<file path="src/rmws_pkg.sv">
// Shared constants and types for the row minimum window sum block.
// Used by every module under src; depends on nothing.
package rmws_pkg;

  localparam int unsigned MAX_WINDOW = 1024;
  localparam int unsigned ADDR_W     = $clog2(MAX_WINDOW);
  localparam int unsigned LEN_W      = 11;
  localparam int unsigned PIX_W      = 8;
  localparam int unsigned SUM_W      = 18;
  localparam int unsigned LEN_RESET  = 64;

  typedef struct packed {
    logic act;
    logic full;
    logic fills;
    logic last;
  } rmws_flags_t;

endpackage

</file>
<file path="src/rmws_accum.sv">
// Running sum, row minimum and result register.
// Depends on rmws_pkg; fed by rmws_ctrl and rmws_ring.
module rmws_accum (
  input  logic                       clk,
  input  logic                       rst_n,
  input  logic                       cfg_wr_en,
  input  logic                       s1_valid,
  input  rmws_pkg::rmws_flags_t      s1_flags,
  input  logic [rmws_pkg::PIX_W-1:0] s1_pixel,
  input  logic [rmws_pkg::PIX_W-1:0] old_pixel,
  input  logic                       out_ready,
  output logic                       out_valid,
  output logic [rmws_pkg::SUM_W-1:0] out_sum,
  output logic                       stall
);
  import rmws_pkg::*;

  logic [SUM_W-1:0] sum_r, sum_nxt, best_r, best_nxt, res_r, res;
  logic             out_valid_r;
  logic             adv;

  assign stall = s1_valid && s1_flags.last && out_valid_r && !out_ready;
  assign adv   = s1_valid && !stall;

  always_comb begin
    sum_nxt  = sum_r;
    best_nxt = best_r;
    if (s1_flags.act) begin
      if (!s1_flags.full) begin
        sum_nxt = sum_r + SUM_W'(s1_pixel);
        if (s1_flags.fills) begin
          best_nxt = sum_nxt;
        end
      end else begin
        sum_nxt = sum_r + SUM_W'(s1_pixel) - SUM_W'(old_pixel);
        if (sum_nxt < best_r) begin
          best_nxt = sum_nxt;
        end
      end
    end
    res = (s1_flags.full || s1_flags.fills) ? best_nxt : sum_nxt;
  end

  always_ff @(posedge clk) begin
    if (!rst_n) begin
      sum_r       <= '0;
      best_r      <= '0;
      out_valid_r <= 1'b0;
    end else begin
      if (cfg_wr_en) begin
        sum_r  <= '0;
        best_r <= '0;
      end else if (adv) begin
        sum_r  <= s1_flags.last ? '0 : sum_nxt;
        best_r <= s1_flags.last ? '0 : best_nxt;
      end
      if (adv && s1_flags.last) begin
        out_valid_r <= 1'b1;
      end else if (out_ready) begin
        out_valid_r <= 1'b0;
      end
    end
  end

  always_ff @(posedge clk) begin
    if (adv && s1_flags.last) begin
      res_r <= res;
    end
  end

  assign out_valid = out_valid_r;
  assign out_sum   = res_r;

`ifndef SYNTHESIS
  a_result_follows: assert property (@(posedge clk) disable iff (!rst_n)
    (adv && s1_flags.last) |=> out_valid_r)
    else $error("row end gave no result");

  a_row_cleared: assert property (@(posedge clk) disable iff (!rst_n)
    (adv && s1_flags.last && !cfg_wr_en) |=> (sum_r == '0 && best_r == '0))
    else $error("row state not cleared after row end");
`endif

endmodule

</file>
<file path="config.mk">
export PLATFORM = sky130hd
export DESIGN_NAME = rmws_accum
export DESIGN_NICKNAME = d
export VERILOG_FILES = /design/src/rmws_pkg.sv /design/src/rmws_accum.sv
export SDC_FILE = /design/constraint.sdc
export NUM_CORES = 1
export LEC_CHECK = 0
export BUFFER_PORTS_ARGS = -buffer_cell sky130_fd_sc_hd__buf_2
export CAP_MARGIN = 20
export CORE_MARGIN = 3
export CORE_UTILIZATION = 30
export DETAILED_ROUTE_END_ITERATION = 12
export GPL_ROUTABILITY_DRIVEN = 0
export GPL_TIMING_DRIVEN = 0
export PLACE_DENSITY_LB_ADDON = 0.3
export SETUP_SLACK_MARGIN = 0.2
export SYNTH_ARGS = -nofsm -noshare
export SYNTH_HDL_FRONTEND = slang
export SYNTH_SLANG_ARGS = --single-unit
</file>
<file path="constraint.sdc">
create_clock -name clk -period 5.9 [get_ports clk]
set_input_delay 0.295 -clock clk [delete_from_list [all_inputs] [get_ports clk]]
set_output_delay 0.295 -clock clk [all_outputs]
set_load 0.01 [all_outputs]
</file>
==> flow_summary.yaml <==
drt:
  wl_met1_mm: 7.70
  highest_layer: "met4"
  drc: 0
  dr.first_iter.drc_count: 538
  vias_per_cell: 5.38
  drt_pass1_iterations: 5
  dr_wl_met2_mm: 7.47
  via_count: 4924
  routed_wl_mm: 16.8
  wire_per_inst_microns: 18.3
  drtAntennaViolNets: 0
  routed-wl-met3_mm: 1.24
finish:
  antenna_cells: 0
  final_nets: 759
  post-route-util_pct: 37.8
  syn2layout_area_growth_pct: 21.8
  design_area_sq_mm: 0.00609
  layout.cells.non_filler: 916
  drive_gt1_share_pct: 22.1
  mostFrequentLayoutCell: "nor2_1"
  most-common-layout-cells: "73 x nor2_1, 56 x nand2_1, 49 x buf_2, 43 x a21oi_1, 39 x inv_1"
yosys:
  avgSynthCellArea_sq_um: 7.95
  syn-num-nets: 689
  async_reset_ff_share_pct: 0
  synthFlopType: "dfxtp_1"
  synth_edf_count: 18
  ys_seq_elements: 55
  synth.distinct_cells: 86
  synth_simple_gate_area_share_pct: 21.1
  ys_seq_area_share_pct: 25.6
  synth_top_family_by_area: "compound AO/OA/AOI/OAI gates"
  synth.area.mux_share_pct: 1.85
  synth_compound_area_share_pct: 27.6
  mappedNetlistArea_sq_mm: 0.00500
  synth_fa_ha_area_share_pct: 9.06
  synthXorXnorAreaFrac_pct: 8.88
  yosysWarnings: 0
  syn_inst: 629
cts:
  cts-htree-levels: 2
  ctsRootBufferMaster: "clkbuf_16"
  cts.path.max_buffers: 2
  cts_made_buffers: 5
  cts.sinks: 55
  clkTransAtPathRegs_ns: 0.08
  cts_tree: "built"
  hold_buffers: 0
  clk_latency_ns: 0.31
setup_path:
  r2r_cells: 26
  rr_endpoint: "out_sum[8]$_DFFE_PP_"
  worstPathRequired_ns: 5.94
  critPathLaunch: "sum_r[0]$_SDFFE_PP0P_"
  slowest_delay_ns: 0.43
  critical_path_arrival_ns: 5.57
  start_kind: "flop"
  endpoint_kind: "flop"
  crit_end: "out_sum[8]$_DFFE_PP_"
  crit_fanout: 5
  crit_type: "flop to flop"
  regToRegSetupSlack_ns: 0.37
  r2r-start: "sum_r[0]$_SDFFE_PP0P_"
  crit_slowest_cell: "a221oi_4"
sta:
  final-hold-violation-count: 0
  rsz0062_at_grt: "no"
  layout_worst_path_cycle_share_pct: 93.7
  post-route-min-period_ns: 5.53
  skew_ns: 0.00880
  slew_headroom_pct: 49.3
  tightest_slew_ns: 0.756
  slew_viol_final: 0
  fmax_mhz: 181
  setup_tns_ns: 0
  setup_ws_ns: 0.374
  setup_violations: 0
place:
  place_area_sq_mm: 0.00549
  portBuffers: 43
  dp_cells: 888
  place_ws_ns: -1.03
  dpl.hpwl_mm: 12.5
floorplanning:
  fp.dieW_microns: 135
  fp-row-count: 46
  die_area_sq_mm: 0.0183
  die_h_microns: 135
  ios: 45
  start_util_pct: 31.0
  core_sq_mm: 0.0161
pwr:
  power.density_mw_per_mm2: 249
  leakage_nw: 2.31
  ir_worst_vdd_mv: 0.125
global_route:
  gr-total-overflow: 0
  grt_pass1_wl_mm: 25.4
  first_global_vias: 4546
  grt.total_usage_pct: 17.9
  grt_max_degree: 19
  antenna_found_initial: 0
status:
  outcome: "finished, final reports clean"
worst_hold_path:
  hold_class: "primary input to flop"
run:
  maxCapViolations: 0
## cells by family (layout without fill, tap and decap cells)
| kind of cell | Yosys count | count (layout) |
|---|---|---|
| buf+inv | 75 | 146 |
| fa+ha+maj | 35 | 35 |
| compound gates | 196 | 196 |
| xor+xnor | 49 | 49 |
| mux | 9 | 9 |
| flops | 55 | 55 |
| simple gates | 210 | 210 |
## timing repair
| action | 4_1_cts | 5_1_grt |
|---|---|---|
| endpoints found under the hold margin | 0 | 0 |
| endpoints found under the setup margin | 36 | 35 |
| pin swaps | 10 | 16 |
| gates cloned | 0 | 1 |
| gates resized for setup | 32 | 30 |
| buffers inserted | 10 | 9 |
## synthesized netlist by cell type (all sizes together) (4+ instances only)
library cell   n  area [sq um]
a21o           6          45.0
a21oi         50           273
a221oi         4          41.3
a22oi         17           128
a31oi         10          90.1
and3           6          37.5
buf           11          56.3
clkbuf        23          86.3
dfxtp         37           741
edfxtp        18           541
ha            33           413
inv           40           150
mux2i          7          70.1
nand2         60           230
nand2b         7          51.3
nand3         17          97.6
nand4          5          31.3
nor2          75           289
nor2b          9          58.8
nor3          10          71.3
o211ai        10          93.8
o21a           4          30.0
o21ai         43           215
o22ai         13          81.3
o31ai          8          73.8
xnor2         27           244
xor2          22           200
## final cells by class
cell class / instances / area (sq um)
inverters: 41 / 154
plain buffers: 34 / 158
well taps: 216 / 270
multi-input cells: 499 / 3700
flip-flops and latches: 55 / 1280
clock inverters: 3 / 22.5
fillers: 1676 / 10000
clock buffers: 5 / 125
repair buffers: 63 / 383
## layer usage
metal | GRT usage, % | vias to the layer above
li1 | - | 2411
met4 | 5.21 | 0
met3 | 2.38 | 32
met2 | 27.7 | 220
met5 | 0 | -
met1 | 25.9 | 2261
## power breakdown
part	switching, mW	internal [mW]	total [mW]
clock	0.161	0.160	0.321
combinational	0.447	0.337	0.784
sequential	0.00477	0.409	0.413
## flip-flops by register name, summed over array words and instances (netlist names)
signal / cells
best_r: 18
out_valid: 1
sum_r: 18
out_sum: 18
## critical path: cells and delay by family, from the launching register on
kind / cells / cell delay [ns]
DFF: 1 / 0.37
muxes: 1 / 0.10
buffers and inverters: 3 / 0.36
AOI/OAI and AO/OA: 11 / 2.25
adders and majority gates: 4 / 1.15
xor gates and xnor gates: 2 / 0.40
and+or+nand+nor: 5 / 0.63
## how the worst min path moves through the flow
| stage | startpoint | endpoint | cells past startpoint |
|---|---|---|---|
| final | rst_n | out_valid$_SDFFE_PN0P_ | 2 |
| after CTS | rst_n | out_valid$_SDFFE_PN0P_ | 2 |
| after floorplan | rst_n | out_valid$_SDFFE_PN0P_ | 1 |
| after global routing | rst_n | out_valid$_SDFFE_PN0P_ | 2 |
| after detailed placement | best_r[9]$_SDFFE_PP0P_ | best_r[9]$_SDFFE_PP0P_ | 2 |
| after global placement | best_r[2]$_SDFFE_PP0P_ | best_r[2]$_SDFFE_PP0P_ | 2 |
## through the flow
step                      power [mW]  hold WS, ns
after floorplan                0.860        0.449
after global placement          1.01        0.480
after detailed placement        1.02        0.486
after CTS                       1.43        0.236
after global routing            1.61        0.254
final                           1.52        0.251
Note: power is estimated with default switching activity, not from simulation.
