[config.mk]
export PLATFORM = sky130hd
export DESIGN_NAME = rmws_ctrl
export DESIGN_NICKNAME = d
export VERILOG_FILES = /design/src/rmws_pkg.sv /design/src/rmws_ctrl.sv
export SDC_FILE = /design/constraint.sdc
export NUM_CORES = 1
export LEC_CHECK = 0
export BUFFER_PORTS_ARGS = -buffer_cell sky130_fd_sc_hd__buf_2
export CAP_MARGIN = 15
export CORE_ASPECT_RATIO = 0.9
export CORE_UTILIZATION = 58
export CTS_BUF_LIST = sky130_fd_sc_hd__clkbuf_4
export DETAILED_ROUTE_END_ITERATION = 8
export HOLD_SLACK_MARGIN = 0.1
export PLACE_DENSITY = 0.95
export SLEW_MARGIN = 40
export SYNTH_ARGS = -nofsm -noshare
export SYNTH_HDL_FRONTEND = slang
export SYNTH_SLANG_ARGS = --single-unit
[constraint.sdc]
create_clock -name clk -period 6.8 [get_ports clk]
set_input_delay 1.02 -clock clk [delete_from_list [all_inputs] [get_ports clk]]
set_output_delay 1.02 -clock clk [all_outputs]
set_load 0.005 [all_outputs]
[src/rmws_pkg.sv]
// Shared constants and types for the row minimum window sum block.
// Used by every module under src; depends on nothing.
package rmws_pkg;

  localparam int unsigned MAX_WINDOW = 1024;
  localparam int unsigned ADDR_W     = $clog2(MAX_WINDOW);
  localparam int unsigned LEN_W      = 11;
  localparam int unsigned PIX_W      = 8;
  localparam int unsigned SUM_W      = 18;
  localparam int unsigned LEN_RESET  = 64;

  typedef struct packed {
    logic act;
    logic full;
    logic fills;
    logic last;
  } rmws_flags_t;

endpackage

[src/rmws_ctrl.sv]
// Window length register, ring position and fill tracking for each request.
// Depends on rmws_pkg; drives the ring memory and the accumulator stage.
module rmws_ctrl (
  input  logic                        clk,
  input  logic                        rst_n,
  input  logic                        cfg_wr_en,
  input  logic [rmws_pkg::LEN_W-1:0]  cfg_wr_data,
  input  logic                        accept,
  input  logic                        in_ready,
  input  logic [rmws_pkg::PIX_W-1:0]  pixel,
  input  logic                        last_in_row,
  output logic                        ring_en,
  output logic [rmws_pkg::ADDR_W-1:0] ring_addr,
  output logic                        s1_valid,
  output rmws_pkg::rmws_flags_t       s1_flags,
  output logic [rmws_pkg::PIX_W-1:0]  s1_pixel
);
  import rmws_pkg::*;

  logic [LEN_W-1:0]  cfg_len_r;
  logic [ADDR_W-1:0] pos_r, pos_nxt;
  logic              full_r, full_nxt;
  logic              s1_valid_r;
  rmws_flags_t       s1_flags_r, flags;
  logic [PIX_W-1:0]  s1_pixel_r;
  logic [LEN_W-1:0]  len_eff, pos_inc;
  logic              wrap;

  assign len_eff = (cfg_len_r > LEN_W'(MAX_WINDOW)) ? LEN_W'(MAX_WINDOW) : cfg_len_r;
  assign pos_inc = {1'b0, pos_r} + LEN_W'(1);
  assign wrap    = pos_inc >= len_eff;

  always_comb begin
    flags.act   = len_eff != '0;
    flags.full  = full_r;
    flags.fills = flags.act && !full_r && wrap;
    flags.last  = last_in_row;
  end

  always_comb begin
    pos_nxt  = pos_r;
    full_nxt = full_r;
    if (cfg_wr_en) begin
      pos_nxt  = '0;
      full_nxt = 1'b0;
    end else if (accept) begin
      if (flags.act) begin
        pos_nxt  = wrap ? '0 : pos_inc[ADDR_W-1:0];
        full_nxt = full_r | wrap;
      end
      if (last_in_row) begin
        pos_nxt  = '0;
        full_nxt = 1'b0;
      end
    end
  end

  always_ff @(posedge clk) begin
    if (!rst_n) begin
      cfg_len_r  <= LEN_W'(LEN_RESET);
      pos_r      <= '0;
      full_r     <= 1'b0;
      s1_valid_r <= 1'b0;
    end else begin
      if (cfg_wr_en) begin
        cfg_len_r <= cfg_wr_data;
      end
      pos_r  <= pos_nxt;
      full_r <= full_nxt;
      if (in_ready) begin
        s1_valid_r <= accept;
      end
    end
  end

  always_ff @(posedge clk) begin
    if (accept) begin
      s1_flags_r <= flags;
      s1_pixel_r <= pixel;
    end
  end

  assign ring_en   = accept && flags.act;
  assign ring_addr = pos_r;
  assign s1_valid  = s1_valid_r;
  assign s1_flags  = s1_flags_r;
  assign s1_pixel  = s1_pixel_r;

`ifndef SYNTHESIS
  a_pos_in_window: assert property (@(posedge clk) disable iff (!rst_n)
    (len_eff != '0) |-> ({1'b0, pos_r} < len_eff))
    else $error("ring position beyond window length");

  a_fill_once: assert property (@(posedge clk) disable iff (!rst_n)
    s1_valid_r |-> !(s1_flags_r.fills && s1_flags_r.full))
    else $error("window filled twice in one row");
`endif

endmodule

==> summary.md, run 1 <==
| Metric | Value |
|---|---|
| Synth area leader | `dfxtp_1` |
| Ys async rst share | `0%` |
| Starting Density | `64.0%` |
| CTS buffer count | `5` |
| Min cycle time layout | `about 3.0 ns` |
| Final Util | `about three quarters` |
| Number of flops mapped to enable cells by yosys | `12` |
| Worst VDD drop | `slightly above 0.2 mV` |
| DRC Markers | `0` |
| List of most frequent post-synthesis cells | `nand2_1, dfxtp_1, nor2b_1` |
| Share of the synthesized area in the top cell type | `between 20% and 30%` |
| Synth cell types | `about 40` |
| Vias in the first global route | `about 1300` |
| Ratio of cells with drive above 1 in the final layout | `between 30 and 40%` |
| Crit path kind | `reg -> reg` |
| Final setup fails | `0` |
| Routed vias | `around 1500` |
| DP HPWL | `~2700 um` |
| Core ar. | `between 2000 and 3000 sq um` |
| Post-synthesis sequential area ratio | `around 45%` |
| Ys Warns | `0` |
| Clock sinks | `35` |
| FF-to-FF setup slack | `3.78 ns` |
| Worst Hold Slack | `0.493 ns` |
| Worst-path clk slew | `around 0.11 ns` |
| IO Pins | `49` |
| Slew HR | `between 70% and 80%` |
| I/O Buffers | `48` |
| Initial antenna violation count | `0` |
| DRT iter0 DRCs | `approximately 60` |
| # nets final | `268` |
| Synth Flop Type | `dfxtp_1` |
| Tot GR Track Use | `a little under a quarter` |
| Clock Skew | `about 0.014 ns` |
| Fin cells | `around 270` |
| Hold Path Sink | `s1_flags[2]` |
| Tcrit/Tclk final | `approximately 44%` |
| Run status | `finished clean` |
| Number of detailed-route iterations in the first pass | `4` |
| WP data arrival | `3.30 ns` |
| Max-slew violations | `0` |
| HP Start | `full_r` |
| Ant diodes | `0` |
| Max Fclk | `~330 MHz` |
| Crit Path Max Fanout | `10` |
| Worst EP required | `slightly above 7 ns` |
| Row Count | `18` |
| Slew @ Worst Pin | `roughly 0.43 ns` |
| RePlAce Congestion | `slightly below 0.9` |
| CTS resizes | `0` |
| R2R cell count | `11` |
| Largest net degree at the start of global routing | `21` |
| Max cap viols | `0` |
| Crit. Startpoint | `ring_addr[0]` |
| Critical path endpoint category | `flip-flop` |
| CTS tree | `done` |
| Die X | `61.2 um` |
| Synth area leaders | `dfxtp_1, edfxtp_1, ha_1` |
| Clock Latency Late Sink | `~0.34 ns` |
| Worst Hold Depth | `0` |
| Top-count cell post-synth | `nand2_1` |
| Total routed wirelength | `between 3000 and 4000 um` |
| Cells after Synth | `~180` |
| Total negative slack | `0 ns` |
| Die height | `around 55 um` |
| R2R Path End | `ring_addr[9]` |
| Gr ovfl total | `0` |
| Wirelength per Cell | `roughly 13 um` |
| Power per cell area | `about 210 nW/um^2` |
| Mapped Avg Cell Area | `between 10 and 15 sq um` |
| Root buffer cell | `clkbuf_4` |
| Max clock buf depth | `2` |
| Post-CTS setup buffers | `0` |
| Area grow syn2layout | `19.2%` |
| Antenna viol nets, final | `0` |
| Critical R2R Launch | `ring_addr[0]` |
| Vias per cell | `between 5 and 6` |
| Placed cell count | `about 260` |
| Startpoint types | `flip-flop` |
| Leakage | `between 0.9 and 1 nW` |
| RSZ-0062 raised after global routing | `false` |
| CTS H-tree depth | `2` |
| Net Count, Synth | `220` |
| Die footprint | `around 3400 sq um` |
| Worst hold path class | `reg -> reg` |
| Hold Buf Count CTS | `0` |
| First-pass GRT wire length | `~5900 um` |
| Mapped cell area | `1830 sq um` |
| Synth Register Bits | `35` |
| Final Hold Viols | `0` |
-- cells in the final DEF (no fill, tap or decap), types with 2 or more instances in the layout --
| cell type | netlist | layout |
|---|---|---|
| mux2i_1 | 12 | 12 |
| xor2_1 | 2 | 2 |
| nor2_1 | 3 | 3 |
| inv_1 | 3 | 3 |
| or3_1 | 8 | 8 |
| clkbuf_4 | 0 | 5 |
| ha_1 | 12 | 12 |
| edfxtp_1 | 12 | 12 |
| nor2b_1 | 14 | 14 |
| a21o_1 | 2 | 2 |
| buf_2 | 2 | 48 |
| nor4_1 | 2 | 2 |
| xnor2_1 | 6 | 6 |
| bufinv_16 | 0 | 2 |
| and3_1 | 3 | 3 |
| a21oi_1 | 12 | 12 |
| dfxtp_1 | 23 | 23 |
| nand2_1 | 29 | 29 |
| a21o_2 | 7 | 7 |
| nand3_1 | 6 | 6 |
| o21ai_0 | 2 | 2 |
-- critical path, stage by stage, from the launching register on --
cell and delay [ns]:
dfxtp_1 0.44, ha_1 0.28, and3_1 0.21, nand3_1 0.13, xnor2_1 0.16, ha_1 0.31, and3_2 0.23, a221o_1 0.30
a41oi_2 0.21, o21ai_2 0.18, or3b_1 0.39, a21oi_2 0.11
-- layout make-up --
type	instances	area, sq um
sequential	35	821
multi-input combinational	137	948
timing repair buffer	49	248
clock inverter	3	67.6
clock buffer	5	37.5
inverter	3	11.3
fill	207	677
tap	40	50.0
-- routing by layer --
layer,track usage (%),part of all wire (%),vias up
met4,7.47,1.8,0
met2,37.0,49,41
met1,29.2,44,673
met5,0,0,-
li1,-,-,740
met3,6.09,5.0,8
-- power by group --
group	internal, W	switching, W
clock network	0.000114	0.0000710
logic	0.0000213	0.0000242
registers	0.000226	0.00000494
-- cells by family (layout without fill, tap and decap cells) --
logic type | count (synthesis) | count (layout) | synth area share (%)
mux | 12 | 12 | 6.56
xor+xnor | 8 | 8 | 3.83
simple gates | 74 | 74 | 21.2
buf+inv | 11 | 60 | 3.41
compound gates | 31 | 31 | 12.0
fa+ha+maj | 12 | 12 | 8.20
flops | 35 | 35 | 44.8
-- metrics by stage --
stage / power, W / cell area [sq um] / setup slack (ns)
after detailed placement: 0.000281 / 2080 / 3.86
final: 0.000462 / 2180 / 3.78
after global placement: 0.000279 / 2080 / 3.95
after CTS: 0.000464 / 2180 / 3.81
after floorplan: 0.000261 / 1830 / 4.05
after global routing: 0.000478 / 2180 / 3.61
-- flip-flops by register name, summed over array words and instances, names as in the netlist --
signal,flops
s1_pixel,8
s1_valid,1
ring_addr,10
cfg_len_r,11
s1_flags,4
full_r,1
-- worst max path at each step --
stage | to | slack (ns) | cells after the start
after floorplan | ring_addr[9] | 4.05 | 11
after global placement | ring_addr[9] | 3.95 | 11
after detailed placement | ring_addr[9] | 3.86 | 11
after CTS | ring_addr[9] | 3.81 | 11
after global routing | ring_addr[9] | 3.61 | 11
final | ring_addr[9] | 3.78 | 11
No activity file was read; power rests on OpenSTA's default activity.
==> inputs of run 2 (changes only) <==
Settings changed: CORE_UTILIZATION 58 to 49, PLACE_DENSITY 0.95 to 0.86.
Clock period 6.8 ns to 2.5 ns, I/O delays scaled along.
==> summary.md, run 2 (synthesis results as in run 1) <==
| Metric | Value |
|---|---|
| Run status | `finished, violations left` |
| Violated checks | `negative setup slack` |
| DP HPWL | `~2900 um` |
| Max clock buf depth | `2` |
| Critical path's top delay family | `simple AND/OR/NAND/NOR gates` |
| Initial antenna violation count | `0` |
| Worst Hold Slack | `around 0.20 ns` |
| Gr ovfl total | `0` |
| Most frequent cells in the layout | `buf_2, nand2_1, dfxtp_1, buf_4, nor2b_1` |
| Die X | `~66 um` |
| RePlAce Congestion | `roughly 0.82` |
| Hold Buf Count CTS | `0` |
| RSZ-0062 raised after global routing | `true` |
| Crit-path slowest cell | `dfxtp_4` |
| Clock Latency Late Sink | `about 0.35 ns` |
| Routed vias | `roughly 1500` |
| Power per cell area | `approximately 440 nW/um^2` |
| Slew @ Worst Pin | `between 0.3 and 0.4 ns` |
| Total routed wirelength | `3940 um` |
| Largest net degree at the start of global routing | `21` |
| Clock sinks | `35` |
| CTS H-tree depth | `2` |
| Leakage | `1.07 nW` |
| Die footprint | `about 4000 sq um` |
| Number of flip-flops under the largest register name | `11` |
| First-pass GRT wire length | `slightly above 6000 um` |
| Final Util | `69.0%` |
| Vias in the first global route | `about 1400` |
| Antenna viol nets, final | `0` |
| Clock Skew | `0.0176 ns` |
| # nets final | `around 290` |
| Root buffer cell | `clkbuf_4` |
| Critical-path cell list | `and3_4, nand3_1, xnor2_2, ha_1, and3_4, a221o_1, a41oi_2, o21ai_2, or3b_4, a21oi_2` |
| Row Count | `20` |
| Final WS setup | `-0.0833 ns` |
| Max Fclk | `around 390 MHz` |
| Number of detailed-route iterations in the first pass | `4` |
| Min cycle time layout | `around 2.6 ns` |
| Tot GR Track Use | `about a fifth` |
| Crit path kind | `reg -> reg` |
| Die height | `~60 um` |
| Worst EP required | `about 2.8 ns` |
| Slew HR | `78.6%` |
| Worst-path clk slew | `~0.11 ns` |
| CTS tree | `done` |
| Slowest cell delay on critical path | `~0.4 ns` |
| Wirelength per Cell | `around 13 um` |
| Core ar. | `~3500 sq um` |
| IO Pins | `49` |
| Crit path top cell by count | `and3_4` |
| Starting Density | `52.7%` |
| Vias per cell | `just over 5` |
| Critical path endpoint category | `flip-flop` |
| Tcrit/Tclk final | `103%` |
| Buf+Inv Stages, Crit Path | `0` |
| Crit Path Max Fanout | `5` |
| Max cap viols | `0` |
| Layout filler cell count | `around 270` |
| DRT iter0 DRCs | `90` |
| Largest Register | `cfg_len_r` |
| CTS buffer count | `5` |
| Worst VDD drop | `0.298 mV` |
| Worst hold path class | `in -> reg` |
| Max-slew violations | `0` |
| Commonest non-fill, non-tap cell in the layout | `buf_2` |
| Ant diodes | `0` |
| Startpoint types | `flip-flop` |
| I/O Buffers | `48` |
| DRC Markers | `0` |
| Ratio of cells with drive above 1 in the final layout | `about two fifths` |
| Final Hold Viols | `0` |
| Final setup fails | `10` |
| WP data arrival | `around 2.9 ns` |
| Area grow syn2layout | `31.0%` |
## run 2: path summary, 6_finish.rpt
kind,depth (start not counted),slack (ns),from,to
max,10,-0.08,ring_addr[1],ring_addr[9]
min,1,0.20,pixel[7],s1_pixel[7]
max reg2reg,10,-0.08,ring_addr[1],ring_addr[9]
min reg2reg,0,0.47,full_r,s1_flags[2]
## run 2: per-stage QoR
stage,setup slack [ns],cell area (sq um),total power (W),setup TNS (ns),cells
CTS,-0.124,2340,0.00107,-0.837,294
global route,-0.228,2400,0.00111,-2.02,294
finish,-0.0833,2400,0.00106,-0.483,294
floorplan,-0.0332,1880,0.000711,-0.0332,183
detailed placement,-0.155,2240,0.000770,-0.948,284
global placement,-0.0494,2240,0.000763,-0.0876,284
## run 2: repair_timing
action / 4_1_cts / 5_1_grt
setup buffers: 2 / 0
pin swaps: 9 / 4
gates resized for setup: 4 / 10
setup endpoints to repair: 11 / 12
## run 2: layout make-up
type	count	area, sq um	area share [%]
Clock buffer	6	45.0	1.88
Tap cell	44	55.1	2.29
Clock inverter	2	8.76	0.365
Timing Repair Buffer	67	387	16.1
Multi-Input combinational cell	137	1060	44.2
Inverter	3	11.3	0.469
Sequential cell	35	832	34.7
## run 2: metal layers
metal	global-route usage, %	routed length, um	vias to the layer above
li1	-	-	774
met1	25.7	1750	691
met2	35.1	1940	42
met3	7.82	209	7
met4	6.99	42	0
met5	0	0	-
## run 2: power breakdown
| part | total (W) | internal [W] | switching (W) |
|---|---|---|---|
| sequential | 0.000627 | 0.000614 | 0.0000133 |
| combinational | 0.000132 | 0.0000654 | 0.0000666 |
| clock | 0.000299 | 0.000116 | 0.000183 |
==> inputs of run 3 (changes only) <==
Settings changed: CTS_BUF_LIST sky130_fd_sc_hd__clkbuf_4 to sky130_fd_sc_hd__clkbuf_2 sky130_fd_sc_hd__clkbuf_4 sky130_fd_sc_hd__clkbuf_8.
==> summary.md, run 3 (synthesis results as in run 1) <==
| Metric | Value |
|---|---|
| Run status | `finished, violations left` |
| Violated checks | `negative setup slack` |
| Critical-path cell list | `and3_4, nand3_1, xnor2_2, ha_1, and3_4, a221o_1, a41oi_2, o21ai_2, buf_4, a21o_2, a21oi_1` |
| Number of detailed-route iterations in the first pass | `4` |
| DRT iter0 DRCs | `111` |
| Clock sinks | `35` |
| Largest net degree at the start of global routing | `21` |
| Worst hold path class | `in -> reg` |
| Ratio of cells with drive above 1 in the final layout | `41.6%` |
| Startpoint types | `flip-flop` |
| Place WS | `-0.155 ns` |
| Critical path endpoint category | `flip-flop` |
| Total routed wirelength | `around 4000 um` |
| Leakage | `approximately 1.1 nW` |
| CTS H-tree depth | `2` |
| Tcrit/Tclk final | `102%` |
| Max clock buf depth | `2` |
| Die height | `approximately 60 um` |
| Core ar. | `~3500 sq um` |
| Wirelength per Cell | `13.7 um` |
| Power per cell area | `between 400 and 500 nW/um^2` |
| Initial antenna violation count | `0` |
| Max-slew violations | `0` |
| WP data arrival | `around 2.8 ns` |
| Max cap viols | `0` |
| Final WS setup | `-0.0558 ns` |
| CTS buffer count | `5` |
| Number of flip-flops under the largest register name | `11` |
| Gr ovfl total | `0` |
| Final setup fails | `9` |
| Die X | `roughly 66 um` |
| Row Count | `20` |
| Ant diodes | `0` |
| Starting Density | `52.7%` |
| DP HPWL | `about 2900 um` |
| Tot GR Track Use | `21.3%` |
| First-pass GRT wire length | `slightly above 6000 um` |
| Slew HR | `between 70 and 80%` |
| I/O Buffers | `48` |
| Final Util | `69.3%` |
| # nets final | `between 200 and 300` |
| Slowest cell delay on critical path | `between 0.3 and 0.4 ns` |
| Commonest non-fill, non-tap cell in the layout | `buf_2` |
| RePlAce Congestion | `0.817` |
| CTS tree | `done` |
| Clock Latency Late Sink | `0.29 ns` |
| Die footprint | `3990 sq um` |
| Final Hold Viols | `0` |
| Worst-path clk slew | `around 0.070 ns` |
| DRC Markers | `0` |
| Clock Skew | `0.0106 ns` |
| Buf+Inv Stages, Crit Path | `1` |
| Antenna viol nets, final | `0` |
| Area grow syn2layout | `31.6%` |
| Vias per cell | `around 5.2` |
| Routed vias | `between 1500 and 2000` |
| Worst Hold Slack | `between 0.2 and 0.3 ns` |
| RSZ-0062 raised after global routing | `true` |
| Min cycle time layout | `around 2.6 ns` |
| Worst EP required | `~2.7 ns` |
| Crit path kind | `reg -> reg` |
| Crit-path slowest cell | `dfxtp_4` |
| Root buffer cell | `clkbuf_8` |
| Most frequent cells in the layout | `buf_2, nand2_1, buf_4` |
| Largest Register | `cfg_len_r` |
| Vias in the first global route | `between 1000 and 1500` |
| IO Pins | `49` |
| Slew @ Worst Pin | `~0.33 ns` |
| Crit Path Max Fanout | `5` |
| Max Fclk | `just under 400 MHz` |
| Crit path top cell by count | `and3_4` |
| Worst VDD drop | `around 0.34 mV` |
| Critical path's top delay family | `compound AO/OA/AOI/OAI gates` |
[run 3: changes by cell type in the layout (fill, tap and decap cells not counted)]
cell	before	now
clkbuf_4	6	1
buf_6	1	0
a21o_2	5	7
a21o_4	2	0
buf_4	18	19
a21oi_2	3	2
clkbuf_8	0	5
a21oi_1	10	11
[run 3: worst reg2reg max path, cell delays in order (launching register included)]
cell,delay (ns)
dfxtp_4,0.37
and3_4,0.19
nand3_1,0.17
xnor2_2,0.19
ha_1,0.30
and3_4,0.17
a221o_1,0.30
a41oi_2,0.19
o21ai_2,0.11
buf_4,0.17
a21o_2,0.18
a21oi_1,0.13
[run 3: metrics by stage]
step / cells / TNS, ns / instance area (sq um) / power, W
after detailed placement: 284 / -0.948 / 2240 / 0.000770
after global placement: 284 / -0.0876 / 2240 / 0.000763
after floorplan: 183 / -0.0332 / 1880 / 0.000711
final: 294 / -0.345 / 2410 / 0.00116
after global routing: 294 / -2.10 / 2410 / 0.00120
after CTS: 294 / -0.872 / 2360 / 0.00117
[run 3: report_power, final]
| group | leakage, nW | internal (W) | switching, W | total (W) |
|---|---|---|---|---|
| clock | 0.0460 | 0.000202 | 0.000196 | 0.000398 |
| sequential | 0.307 | 0.000614 | 0.0000135 | 0.000628 |
| combinational | 0.725 | 0.0000645 | 0.0000664 | 0.000131 |
| total | 1.08 | 0.000881 | 0.000276 | 0.00116 |
[run 3: final cells by class]
type	count	area (sq um)
fillers	277	1070
multi-input cells	137	1040
clock buffers	6	76.3
well taps	44	55.1
clock inverters	2	8.76
repair buffers	67	383
flip-flops and latches	35	832
inverters	3	11.3
[run 3: final timing paths]
path / from / to / slack, ns / cells after the start
setup / recovery: ring_addr[1] / ring_addr[8] / -0.06 / 11
hold / removal: pixel[7] / s1_pixel[7] / 0.26 / 1
setup reg to reg: ring_addr[1] / ring_addr[8] / -0.06 / 11
hold reg to reg: full_r / s1_flags[2] / 0.46 / 0
[run 3: per-layer routing]
metal | vias to the layer above | global-route usage [%] | part of all wire, %
li1 | 773 | - | -
met1 | 696 | 26.1 | 44
met2 | 54 | 34.8 | 49
met3 | 12 | 5.53 | 5.2
met4 | 0 | 10.6 | 2.1
met5 | - | 0 | 0
[run 3: what timing repair did]
item                                    CTS  global route
setup buffers                             2             0
endpoints found under the setup margin   10            12
pin swaps                                 8             2
resized for setup                         2             8
hold buffers                              0             0
